==> src/design/mrc_pkg.sv <==
// Package for the Modbus RTU reply checker: constants, result word type
// and the bytewise CRC-16 update. No dependencies.
`default_nettype none

package mrc_pkg;

  localparam int unsigned MAX_FRAME_DEF = 32;
  localparam int unsigned MIN_FRAME     = 5;
  localparam int unsigned QDEPTH        = 2;

  localparam logic [15:0] CRC_INIT          = 16'hFFFF;
  localparam logic [15:0] CRC_POLY          = 16'hA001;
  localparam logic [7:0]  FUNC_READ_HOLDING = 8'h03;
  localparam logic [7:0]  LEN_U16           = 8'd2;
  localparam logic [7:0]  LEN_U32           = 8'd4;
  localparam logic [3:0]  POLL_COUNT_RESET  = 4'd3;
  localparam logic [3:0]  POLL_COUNT_MIN    = 4'd1;
  localparam logic [3:0]  POLL_COUNT_MAX    = 4'd8;

  typedef enum logic [1:0] {
    KIND_NONE = 2'd0,
    KIND_U16  = 2'd1,
    KIND_U32  = 2'd2
  } kind_e;

  typedef struct packed {
    logic        crc_ok;
    kind_e       kind;
    logic [31:0] value;
  } frame_res_t;

  function automatic logic [15:0] crc_feed(input logic [15:0] crc, input logic [7:0] b);
    logic [15:0] c;
    c = crc ^ {8'h00, b};
    for (int k = 0; k < 8; k++) begin
      c = c[0] ? ((c >> 1) ^ CRC_POLY) : (c >> 1);
    end
    return c;
  endfunction

endpackage

`default_nettype wire

==> src/design/mrc_front.sv <==
// Front part: accepts reply bytes, runs the CRC and captures header and data.
// Pushes one result word per frame into the queue. Uses mrc_pkg.
`default_nettype none

module mrc_front #(
  parameter int unsigned MaxFrame = mrc_pkg::MAX_FRAME_DEF
) (
  input  wire                 clk_i,
  input  wire                 rst_ni,
  input  wire                 in_valid_i,
  output logic                in_ready_o,
  input  wire  [7:0]          in_byte_i,
  input  wire                 in_last_i,
  input  wire                 full_i,
  output logic                push_o,
  output mrc_pkg::frame_res_t res_o
);
  import mrc_pkg::*;

  localparam int unsigned CntW = $clog2(MaxFrame + 1);
  localparam logic [CntW-1:0] CntMax = CntW'(MaxFrame);
  localparam logic [CntW-1:0] PosFunc = CntW'(1);
  localparam logic [CntW-1:0] PosLen = CntW'(2);
  localparam logic [CntW-1:0] PosPay = CntW'(3);
  localparam logic [CntW-1:0] OkLo = CntW'(MIN_FRAME - 1);
  localparam logic [CntW-1:0] OkHi = CntW'(MaxFrame - 1);

  logic [15:0]   crc_q, crc_d;
  logic [CntW-1:0] cnt_q;
  logic [7:0]    tail0_q, tail1_q;
  logic [7:0]    func_q, func_d;
  logic [7:0]    len_q, len_d;
  logic [7:0]    pay_q [4];
  logic [7:0]    pay_d [4];
  logic          accept;
  frame_res_t    res;

  assign in_ready_o = !full_i;
  assign accept     = in_valid_i && !full_i;

  always_comb begin
    crc_d  = (cnt_q >= PosLen) ? crc_feed(crc_q, tail0_q) : crc_q;
    func_d = (cnt_q == PosFunc) ? in_byte_i : func_q;
    len_d  = (cnt_q == PosLen) ? in_byte_i : len_q;
    for (int i = 0; i < 4; i++) begin
      pay_d[i] = (cnt_q == PosPay + CntW'(i)) ? in_byte_i : pay_q[i];
    end
  end

  always_comb begin
    res.crc_ok = (cnt_q >= OkLo) && (cnt_q <= OkHi) && ({in_byte_i, tail1_q} == crc_d);
    res.kind   = KIND_NONE;
    res.value  = '0;
    if (func_d == FUNC_READ_HOLDING) begin
      if (len_d == LEN_U16) begin
        res.kind  = KIND_U16;
        res.value = {16'h0000, pay_d[0], pay_d[1]};
      end else if (len_d == LEN_U32) begin
        res.kind  = KIND_U32;
        res.value = {pay_d[0], pay_d[1], pay_d[2], pay_d[3]};
      end
    end
  end

  assign push_o = accept && in_last_i;
  assign res_o  = res;

  always_ff @(posedge clk_i or negedge rst_ni) begin
    if (!rst_ni) begin
      crc_q   <= CRC_INIT;
      cnt_q   <= '0;
      tail0_q <= '0;
      tail1_q <= '0;
      func_q  <= '0;
      len_q   <= '0;
      for (int i = 0; i < 4; i++) pay_q[i] <= '0;
    end else if (accept) begin
      if (in_last_i) begin
        crc_q   <= CRC_INIT;
        cnt_q   <= '0;
        tail0_q <= '0;
        tail1_q <= '0;
        func_q  <= '0;
        len_q   <= '0;
        for (int i = 0; i < 4; i++) pay_q[i] <= '0;
      end else begin
        crc_q   <= crc_d;
        tail0_q <= tail1_q;
        tail1_q <= in_byte_i;
        func_q  <= func_d;
        len_q   <= len_d;
        for (int i = 0; i < 4; i++) pay_q[i] <= pay_d[i];
        if (cnt_q < CntMax) cnt_q <= cnt_q + CntW'(1);
      end
    end
  end

endmodule

`default_nettype wire

==> src/design/mrc_fifo.sv <==
// Short result queue between the front and back parts.
// Holds frame result words. Uses mrc_pkg.
`default_nettype none

module mrc_fifo (
  input  wire                 clk_i,
  input  wire                 rst_ni,
  input  wire                 push_i,
  input  mrc_pkg::frame_res_t din_i,
  output logic                full_o,
  input  wire                 pop_i,
  output logic                valid_o,
  output mrc_pkg::frame_res_t dout_o
);
  import mrc_pkg::*;

  localparam int unsigned PtrW = (QDEPTH > 1) ? $clog2(QDEPTH) : 1;
  localparam int unsigned CntW = $clog2(QDEPTH + 1);
  localparam logic [PtrW-1:0] PtrLast = PtrW'(QDEPTH - 1);
  localparam logic [CntW-1:0] CntFull = CntW'(QDEPTH);

  frame_res_t      mem_q [QDEPTH];
  logic [PtrW-1:0] wr_q, rd_q;
  logic [CntW-1:0] cnt_q;

  assign full_o  = (cnt_q == CntFull);
  assign valid_o = (cnt_q != '0);
  assign dout_o  = mem_q[rd_q];

  always_ff @(posedge clk_i) begin
    if (push_i) mem_q[wr_q] <= din_i;
  end

  always_ff @(posedge clk_i or negedge rst_ni) begin
    if (!rst_ni) begin
      wr_q  <= '0;
      rd_q  <= '0;
      cnt_q <= '0;
    end else begin
      if (push_i) wr_q <= (wr_q == PtrLast) ? '0 : wr_q + PtrW'(1);
      if (pop_i) rd_q <= (rd_q == PtrLast) ? '0 : rd_q + PtrW'(1);
      if (push_i && !pop_i) cnt_q <= cnt_q + CntW'(1);
      else if (pop_i && !push_i) cnt_q <= cnt_q - CntW'(1);
    end
  end

endmodule

`default_nettype wire

==> src/design/mrc_back.sv <==
// Back part: takes result words from the queue, attributes the polled sensor,
// advances the round robin index and holds the output word. Uses mrc_pkg.
`default_nettype none

module mrc_back (
  input  wire                 clk_i,
  input  wire                 rst_ni,
  input  wire                 cfg_valid_i,
  output logic                cfg_ready_o,
  input  wire  [3:0]          cfg_data_i,
  input  wire                 fifo_valid_i,
  input  mrc_pkg::frame_res_t fifo_data_i,
  output logic                pop_o,
  output logic                out_valid_o,
  input  wire                 out_ready_i,
  output logic                crc_ok_o,
  output mrc_pkg::kind_e      value_kind_o,
  output logic [31:0]         reg_value_o,
  output logic [2:0]          sensor_index_o
);
  import mrc_pkg::*;

  logic [3:0]  poll_count_q;
  logic [3:0]  eff;
  logic [2:0]  idx_q, idx_d;
  logic        ov_q;
  logic        ok_q;
  kind_e       kind_q;
  logic [31:0] value_q;
  logic [2:0]  sens_q;

  assign cfg_ready_o = 1'b1;
  assign pop_o       = fifo_valid_i && (!ov_q || out_ready_i);

  always_comb begin
    eff = poll_count_q;
    if (eff < POLL_COUNT_MIN) eff = POLL_COUNT_MIN;
    if (eff > POLL_COUNT_MAX) eff = POLL_COUNT_MAX;
    idx_d = idx_q;
    if (fifo_data_i.crc_ok) begin
      idx_d = (({1'b0, idx_q} + 4'd1) >= eff) ? 3'd0 : idx_q + 3'd1;
    end
  end

  always_ff @(posedge clk_i or negedge rst_ni) begin
    if (!rst_ni) begin
      poll_count_q <= POLL_COUNT_RESET;
      idx_q        <= '0;
      ov_q         <= 1'b0;
    end else begin
      if (cfg_valid_i) poll_count_q <= cfg_data_i;
      if (pop_o) begin
        idx_q <= idx_d;
        ov_q  <= 1'b1;
      end else if (out_ready_i) begin
        ov_q <= 1'b0;
      end
    end
  end

  always_ff @(posedge clk_i) begin
    if (pop_o) begin
      ok_q    <= fifo_data_i.crc_ok;
      kind_q  <= fifo_data_i.kind;
      value_q <= fifo_data_i.value;
      sens_q  <= idx_q;
    end
  end

  assign out_valid_o    = ov_q;
  assign crc_ok_o       = ok_q;
  assign value_kind_o   = kind_q;
  assign reg_value_o    = value_q;
  assign sensor_index_o = sens_q;

endmodule

`default_nettype wire

==> src/design/modbus_rtu_reply_checker_core.sv <==
// Top level of the Modbus RTU reply checker.
// Instantiates mrc_front, mrc_fifo and mrc_back; uses mrc_pkg.
//
// Usage:
//   Slave stream: one reply byte per word in s_axis_tdata, s_axis_tlast on the
//   final byte of the frame. Master stream: one result word per frame with the
//   decoded value and sensor index in m_axis_tdata, CRC flag and value kind in
//   m_axis_tuser. The user must do config channel writes of poll_count (4 bits)
//   only while idle; the block itself does not enforce this.
// Throughput: one byte per cycle while s_axis_tready is high.
// The queue takes the result on the edge that accepts the last byte; the output
//   register takes it from the queue head when free and raises m_axis_tvalid.
// Reset: frame state clears, CRC to all ones, poll index to 0, poll_count to 3.
// Stall: the output register holds its word while m_axis_tready is low; the
//   two-entry queue absorbs results, and s_axis_tready drops only when it fills.
`default_nettype none

module modbus_rtu_reply_checker_core #(
  parameter int unsigned MaxFrame = mrc_pkg::MAX_FRAME_DEF
) (
  input  wire         clk_i,
  input  wire         rst_ni,
  input  wire         s_axis_tvalid,
  output logic        s_axis_tready,
  input  wire  [7:0]  s_axis_tdata,   // [7:0] rx_byte
  input  wire         s_axis_tlast,   // frame_end
  output logic        m_axis_tvalid,
  input  wire         m_axis_tready,
  output logic [39:0] m_axis_tdata,   // [31:0] reg_value, [34:32] sensor_index, rest zero
  output logic [2:0]  m_axis_tuser,   // [0] crc_ok, [2:1] value_kind
  input  wire         cfg_valid_i,
  output logic        cfg_ready_o,
  input  wire  [3:0]  cfg_data_i
);
  import mrc_pkg::*;

  logic        push;
  logic        full;
  logic        pop;
  logic        fifo_valid;
  frame_res_t  front_res;
  frame_res_t  fifo_res;
  logic        crc_ok;
  kind_e       value_kind;
  logic [31:0] reg_value;
  logic [2:0]  sensor_index;

  mrc_front #(
    .MaxFrame(MaxFrame)
  ) u_front (
    .clk_i     (clk_i),
    .rst_ni    (rst_ni),
    .in_valid_i(s_axis_tvalid),
    .in_ready_o(s_axis_tready),
    .in_byte_i (s_axis_tdata),
    .in_last_i (s_axis_tlast),
    .full_i    (full),
    .push_o    (push),
    .res_o     (front_res)
  );

  mrc_fifo u_fifo (
    .clk_i  (clk_i),
    .rst_ni (rst_ni),
    .push_i (push),
    .din_i  (front_res),
    .full_o (full),
    .pop_i  (pop),
    .valid_o(fifo_valid),
    .dout_o (fifo_res)
  );

  mrc_back u_back (
    .clk_i         (clk_i),
    .rst_ni        (rst_ni),
    .cfg_valid_i   (cfg_valid_i),
    .cfg_ready_o   (cfg_ready_o),
    .cfg_data_i    (cfg_data_i),
    .fifo_valid_i  (fifo_valid),
    .fifo_data_i   (fifo_res),
    .pop_o         (pop),
    .out_valid_o   (m_axis_tvalid),
    .out_ready_i   (m_axis_tready),
    .crc_ok_o      (crc_ok),
    .value_kind_o  (value_kind),
    .reg_value_o   (reg_value),
    .sensor_index_o(sensor_index)
  );

  assign m_axis_tdata = {5'b00000, sensor_index, reg_value};
  assign m_axis_tuser = {value_kind, crc_ok};

  a_push_not_full: assert property (@(posedge clk_i) disable iff (!rst_ni)
    push |-> !full)
    else $error("result pushed into a full queue");

  a_push_lands: assert property (@(posedge clk_i) disable iff (!rst_ni)
    push |=> fifo_valid)
    else $error("pushed result missing from queue");

  a_pop_has_data: assert property (@(posedge clk_i) disable iff (!rst_ni)
    pop |=> m_axis_tvalid)
    else $error("popped result not presented at output");

endmodule

`default_nettype wire

==> config.mk <==
export PLATFORM = sky130hd
export DESIGN_NAME = modbus_rtu_reply_checker_core
export DESIGN_NICKNAME = d
export VERILOG_FILES = /design/src/design/mrc_pkg.sv /design/src/design/mrc_front.sv /design/src/design/mrc_fifo.sv /design/src/design/mrc_back.sv /design/src/design/modbus_rtu_reply_checker_core.sv
export SDC_FILE = /design/constraint.sdc
export NUM_CORES = 1
export LEC_CHECK = 0
export BUFFER_PORTS_ARGS = -buffer_cell sky130_fd_sc_hd__buf_2
export CELL_PAD_IN_SITES_DETAIL_PLACEMENT = 1
export CELL_PAD_IN_SITES_GLOBAL_PLACEMENT = 1
export CORE_UTILIZATION = 30
export DETAILED_ROUTE_END_ITERATION = 8
export PLACE_DENSITY = 0.54
export SLEW_MARGIN = 20
export SYNTH_ARGS = -nofsm -noshare
export SYNTH_HDL_FRONTEND = slang
export SYNTH_SLANG_ARGS = --single-unit
==> constraint.sdc <==
create_clock -name clk_i -period 5.5 [get_ports clk_i]
set_input_delay 1.1 -clock clk_i [delete_from_list [all_inputs] [get_ports clk_i]]
set_output_delay 1.1 -clock clk_i [all_outputs]
set_load 0.02 [all_outputs]
* Word level (Yosys, flattened, before mapping) *
Memory sizes are Yosys's and may differ from the RTL's.
Cells that the tools add are included.

word-level totals
  input port bits = 18
  output and inout bits = 46
  register bits = 136
  memories kept = 1
  memory bits (writable) = 70

cells by class
  muxes and demuxes = 37
  $lt $le $gt $ge = 7
  reductions and logical operators = 18
  bitwise operators = 9
  eq/ne operators = 11
  add/subtract/negate cells = 7

memory list
  memory        depth  width  read ports  clocked after memory_dff  wr ports  line            text
  u_fifo.mem_q  2      35     1           0                         1         mrc_fifo.sv:22  frame_res_t mem_q [QDEPTH];

operator list
  kind                                                                                 count
  16-bit two-way mux                                                                   10
  34-bit two-way mux                                                                   3
  8-bit two-way mux                                                                    10
  32-bit two-way mux                                                                   1
  2-bit NOT with 3-bit output                                                          8
  6-bit by 3-bit equality test with 1-bit output, second input constant                3
  16-bit equality test                                                                 1
  8-bit by 2-bit equality test with 1-bit output, second input constant                2
  16-bit by 8-bit bitwise XOR with 16-bit output                                       1
  6-bit by 2-bit equality test with 1-bit output, second input constant                2
  6-bit two-way mux                                                                    2
  8-bit by 3-bit equality test with 1-bit output, second input constant                1
  4-bit two-way mux                                                                    2
  2-bit nonzero test                                                                   4
  1-bit logical AND                                                                    7
  6-bit by 1-bit adder with 6-bit output, second input constant                        1
  6-bit by 1-bit equality test with 1-bit output, second input constant                1
  6-bit by 2-bit greater-or-equal comparator with 1-bit output, second input constant  1
  6-bit by 3-bit greater-or-equal comparator with 1-bit output, second input constant  1
  6-bit by 5-bit <= comparator with 1-bit output, second input constant                1
  6-bit less-than comparator, second input constant                                    1
  1-bit two-way mux                                                                    6
  3-bit by 1-bit adder with 4-bit output, second input constant                        1
  4-bit greater-or-equal comparator                                                    1
  other kinds (12)                                                                     18

* Longest topological paths before layout *
  depth after elaboration = 20
  gate-level depth with buffers = 11
  gate-level depth less buffers = 11

* By module *
From an unflattened synthesis, not the netlist that was laid out.

unflattened totals
  cell total of the unflattened synthesis = 774
  area, all modules = 9,613.0 um^2

by module, submodules not included
  module                         sequential area each (um^2)  area an instance (um^2)  times used  cells an instance
  mrc_front                      2,172.1                      5,084.9                  1           559
  mrc_fifo                       2,202.1                      2,865.2                  1           125
  mrc_back                       1,343.8                      1,614.0                  1           83
  modbus_rtu_reply_checker_core  0.0                          48.8                     1           7

* Worst setup path after synthesis *
OpenSTA, ideal clock, no wires.

  path type = in2reg
  from = input port s_axis_tvalid
  to = memory u_fifo.mem_q[0][0] (netlist name), enable pin
  stages on the path = 4
  library setup time = 427 ps
  required time = 5,073 ps
  path slack = 1,944 ps
  data arrival time = 3,128 ps
  cells stage by stage = and2_1 clkbuf_1 nand2_1 nor2_1

on the way
  word-level cells in the longest chain between the ends = 4

RTL lines
  what                                     line                                 text
  from (decl)                              modbus_rtu_reply_checker_core.sv:23  input wire s_axis_tvalid,
  1-bit logical AND                        mrc_front.sv:39                      assign accept = in_valid_i && !full_i;
  1-bit logical AND                        mrc_front.sv:65                      assign push_o = accept && in_last_i;
  1-bit two-way mux                        mrc_fifo.sv:31                       if (push_i) mem_q[wr_q] <= din_i;
  1-bit two-way mux (implied by the code)  mrc_fifo.sv:31
  to (decl)                                mrc_fifo.sv:22

No other way between the ends.

==> key figures <==
Finish
  – Area delta synth->final: 15.3%
  – Antenna Cells: 0
  – Commonest cells after routing, fill and taps aside: 108 x edfxtp_1, 99 x nand2_1, 80 x dfrtp_1
  – Commonest non-fill, non-tap cell in the layout: edfxtp_1
  – Design Area, Final: 10900 µm²
  – Fin util: 0.354
  – Layout cell share with drive strength beyond 1: 0.221
  – Final #Nets: 849

Global routing
  – Vias in the first global route: 6521
  – Largest net degree at the start of global routing: 46
  – Initial antenna violation count: 0
  – Total grt overflow: 0
  – GRT Total Usage: 0.151
  – First-pass GRT wire length: 37600 µm

Floorplanning
  – Core Region: 30700 µm²
  – Die W: 179 µm
  – # rows: 64
  – Initial core utilization: 0.307
  – Die footprint: 32200 µm²
  – I/O Pins: 64
  – Die height: 179 µm

Synthesis
  – Post-Synth Adder-Cell Area: 0.0133
  – Post-synthesis sequential area ratio: 0.606
  – Post-synth EDFFs: 108
  – Avg Inst Size Synth: 12.2 µm²
  – #FFs+latches synth: 206
  – Simple-gate area share of the yosys netlist: 0.102
  – Compound-Gate Fraction of Synth Area: 0.112
  – Cells after synthesis: 772
  – Async S/R FF share, synth: 0.476
  – Post-synthesis mux area share: 0.0825
  – Ys flop type: edfxtp_1
  – Synth unique cells: 65
  – Yosys warning count: 0
  – Synth Cell Area: 9430 µm²
  – XOR/XNOR Fraction of Synth Area: 0.0509
  – Largest family of logic cells by synthesized area: compound AO/OA/AOI/OAI gates

Clock network
  – Num CTS Buffers: 24
  – CTS tree: built
  – Root buf cell: clkbuf_16
  – Cts hold-fix bufs: 0
  – Setup Fix Bufs, Post-CTS: 0
  – CTS Buffer Depth: 3
  – Worst-Skew Late Latency: 0.53 ns
  – CTS resizes: 0
  – CTS H-Tree Depth: 1
  – Sink Count: 206
  – Clock transition at path regs: 0.06 ns

Route
  – Drt initial violations: 338
  – Drt pass-1 iters: 6
  – DRC Markers: 18
  – Via count: 6148
  – Final wirelength: 23300 µm
  – Vias/cell: 4.98
  – Avg WL per Cell: 18.9 µm
  – Routed Antenna Nets: 0

Timing
  – F_max: 302 MHz
  – Worst-Margin Slew: 0.956 ns
  – Max-slew violations: 0
  – Total negative setup slack: 0 ns
  – Final-report setup violation count: 0
  – Layout Skew: 0.0158 ns
  – Rel. slew slack: 0.363
  – Unrepaired setup endpoints after global routing: no
  – Fin crit share: 0.602
  – Hold slack final: 0.483 ns
  – Tmin final: 3.31 ns
  – Final hold vios: 0

Critical path
  – CP startpoint kind: flip-flop
  – Worst-path fanout max: 17
  – WP data arrival: 3.54 ns
  – CP Capture Type: flip-flop
  – Req. time, crit path: 5.72 ns
  – Crit Path Class: flip-flop to flip-flop

Status
  – Failing checks: design-rule violations
  – Status: finished, violations left

Min path
  – Worst Hold Class: flip-flop to flip-flop

Placed design
  – Final RePlAce weighted congestion: 0.717
  – Port Buffers: 57
  – DP HPWL: 14800 µm
  – Placed cell areas: 10100 µm²

Pwr
  – Leak: 4.44 nW
  – Worst VDD drop: 0.353 mV
  – Pwr dens: 572 nW/µm²
  – Tot Pwr: 0.00623 W

Run
  – Maximum capacitance violations: 0
==> per-stage QoR <==
| step | instances | setup WS [ns] |
|---|---|---|
| global placement | 1190 | 2.19 |
| CTS | 1234 | 2.12 |
| global route | 1235 | 1.87 |
| floorplan | 776 | 1.94 |
| finish | 1235 | 2.19 |
| detailed placement | 1190 | 2.14 |
==> final cells by class <==
class                           instances  area, µm²
Multi-Input combinational cell        504       3440
Timing Repair Buffer                   71        405
Sequential cell                       206       5720
Tap cell                              396        495
Fill cell                            3384      19900
Inverter                               14       52.6
Clock inverter                          4       30.0
Clock buffer                           40        731
==> synthesized netlist by cell type (all sizes together) (18+ instances only) <==
cell type  instances  area (µm²)
a22oi             36         270
clkbuf            41         174
dfrtp             80        2000
dfstp             18         473
edfxtp           108        3240
mux2              38         428
mux2i             35         350
nand2            100         375
nand3             23         115
nor2              50         188
o21ai             64         320
o22ai             18         113
xnor2             21         240
==> worst max-delay path, cell delays in order, from the launching register on <==
cell and delay, ns:
dfrtp_1 0.47, nor4_1 0.63, nand3_1 0.54, and3b_1 0.36, o21ai_2 0.73, o22ai_1 0.27
==> metal layers <==
layer / up-vias / GRT usage / part of all wire
li1: 2896 / - / -
met1: 3118 / 0.204 / 0.46
met2: 104 / 0.253 / 0.48
met3: 30 / 0.0231 / 0.040
met4: 0 / 0.0354 / 0.020
met5: - / 0 / 0
==> kinds of logic after synthesis <==
| group | Yosys count |
|---|---|
| DFF | 206 |
| muxes | 73 |
| other | 2 |
| xor gates and xnor gates | 39 |
| adders and majority gates | 10 |
| and+or+nand+nor | 211 |
| buffers and inverters | 66 |
| AOI/OAI and AO/OA | 165 |
==> registers in the layout, summed over array words and instances (netlist names) <==
register,flops
u_fifo.mem_q,70
u_back.reg_value_o,32
u_front.pay_q,32
u_front.crc_q,16
u_front.func_q,8
u_front.len_q,8
u_front.tail0_q,8
u_front.tail1_q,8
u_front.cnt_q,6
u_back.poll_count_q,4
u_back.idx_q,3
u_back.sensor_index_o,3
u_back.value_kind_o,2
u_fifo.cnt_q,2
u_back.crc_ok_o,1
u_back.out_valid_o,1
u_fifo.rd_q,1
u_fifo.wr_q,1
==> final timing paths <==
path,start,endpoint,slack [ns],cells past startpoint
setup / recovery,u_front.cnt_q[2],u_fifo.mem_q[1][14],2.19,5
hold / removal,u_front.pay_q[30],u_front.pay_q[30],0.48,2
max in group asynchronous,rst_ni,u_front.cnt_q[3],4.02,2
min in group asynchronous,rst_ni,u_back.idx_q[0],0.50,1
setup reg to reg,u_front.cnt_q[2],u_fifo.mem_q[1][14],2.19,5
hold reg to reg,u_front.pay_q[30],u_front.pay_q[30],0.48,2
==> power breakdown <==
part / total (W) / leakage (nW) / internal, W / switching [W]
clock: 0.00153 / 0.373 / 0.000901 / 0.000624
combinational: 0.00230 / 1.79 / 0.000980 / 0.00132
sequential: 0.00240 / 2.27 / 0.00214 / 0.000263
total: 0.00623 / 4.44 / 0.00402 / 0.00221
Power figures use the tool's default switching activity.
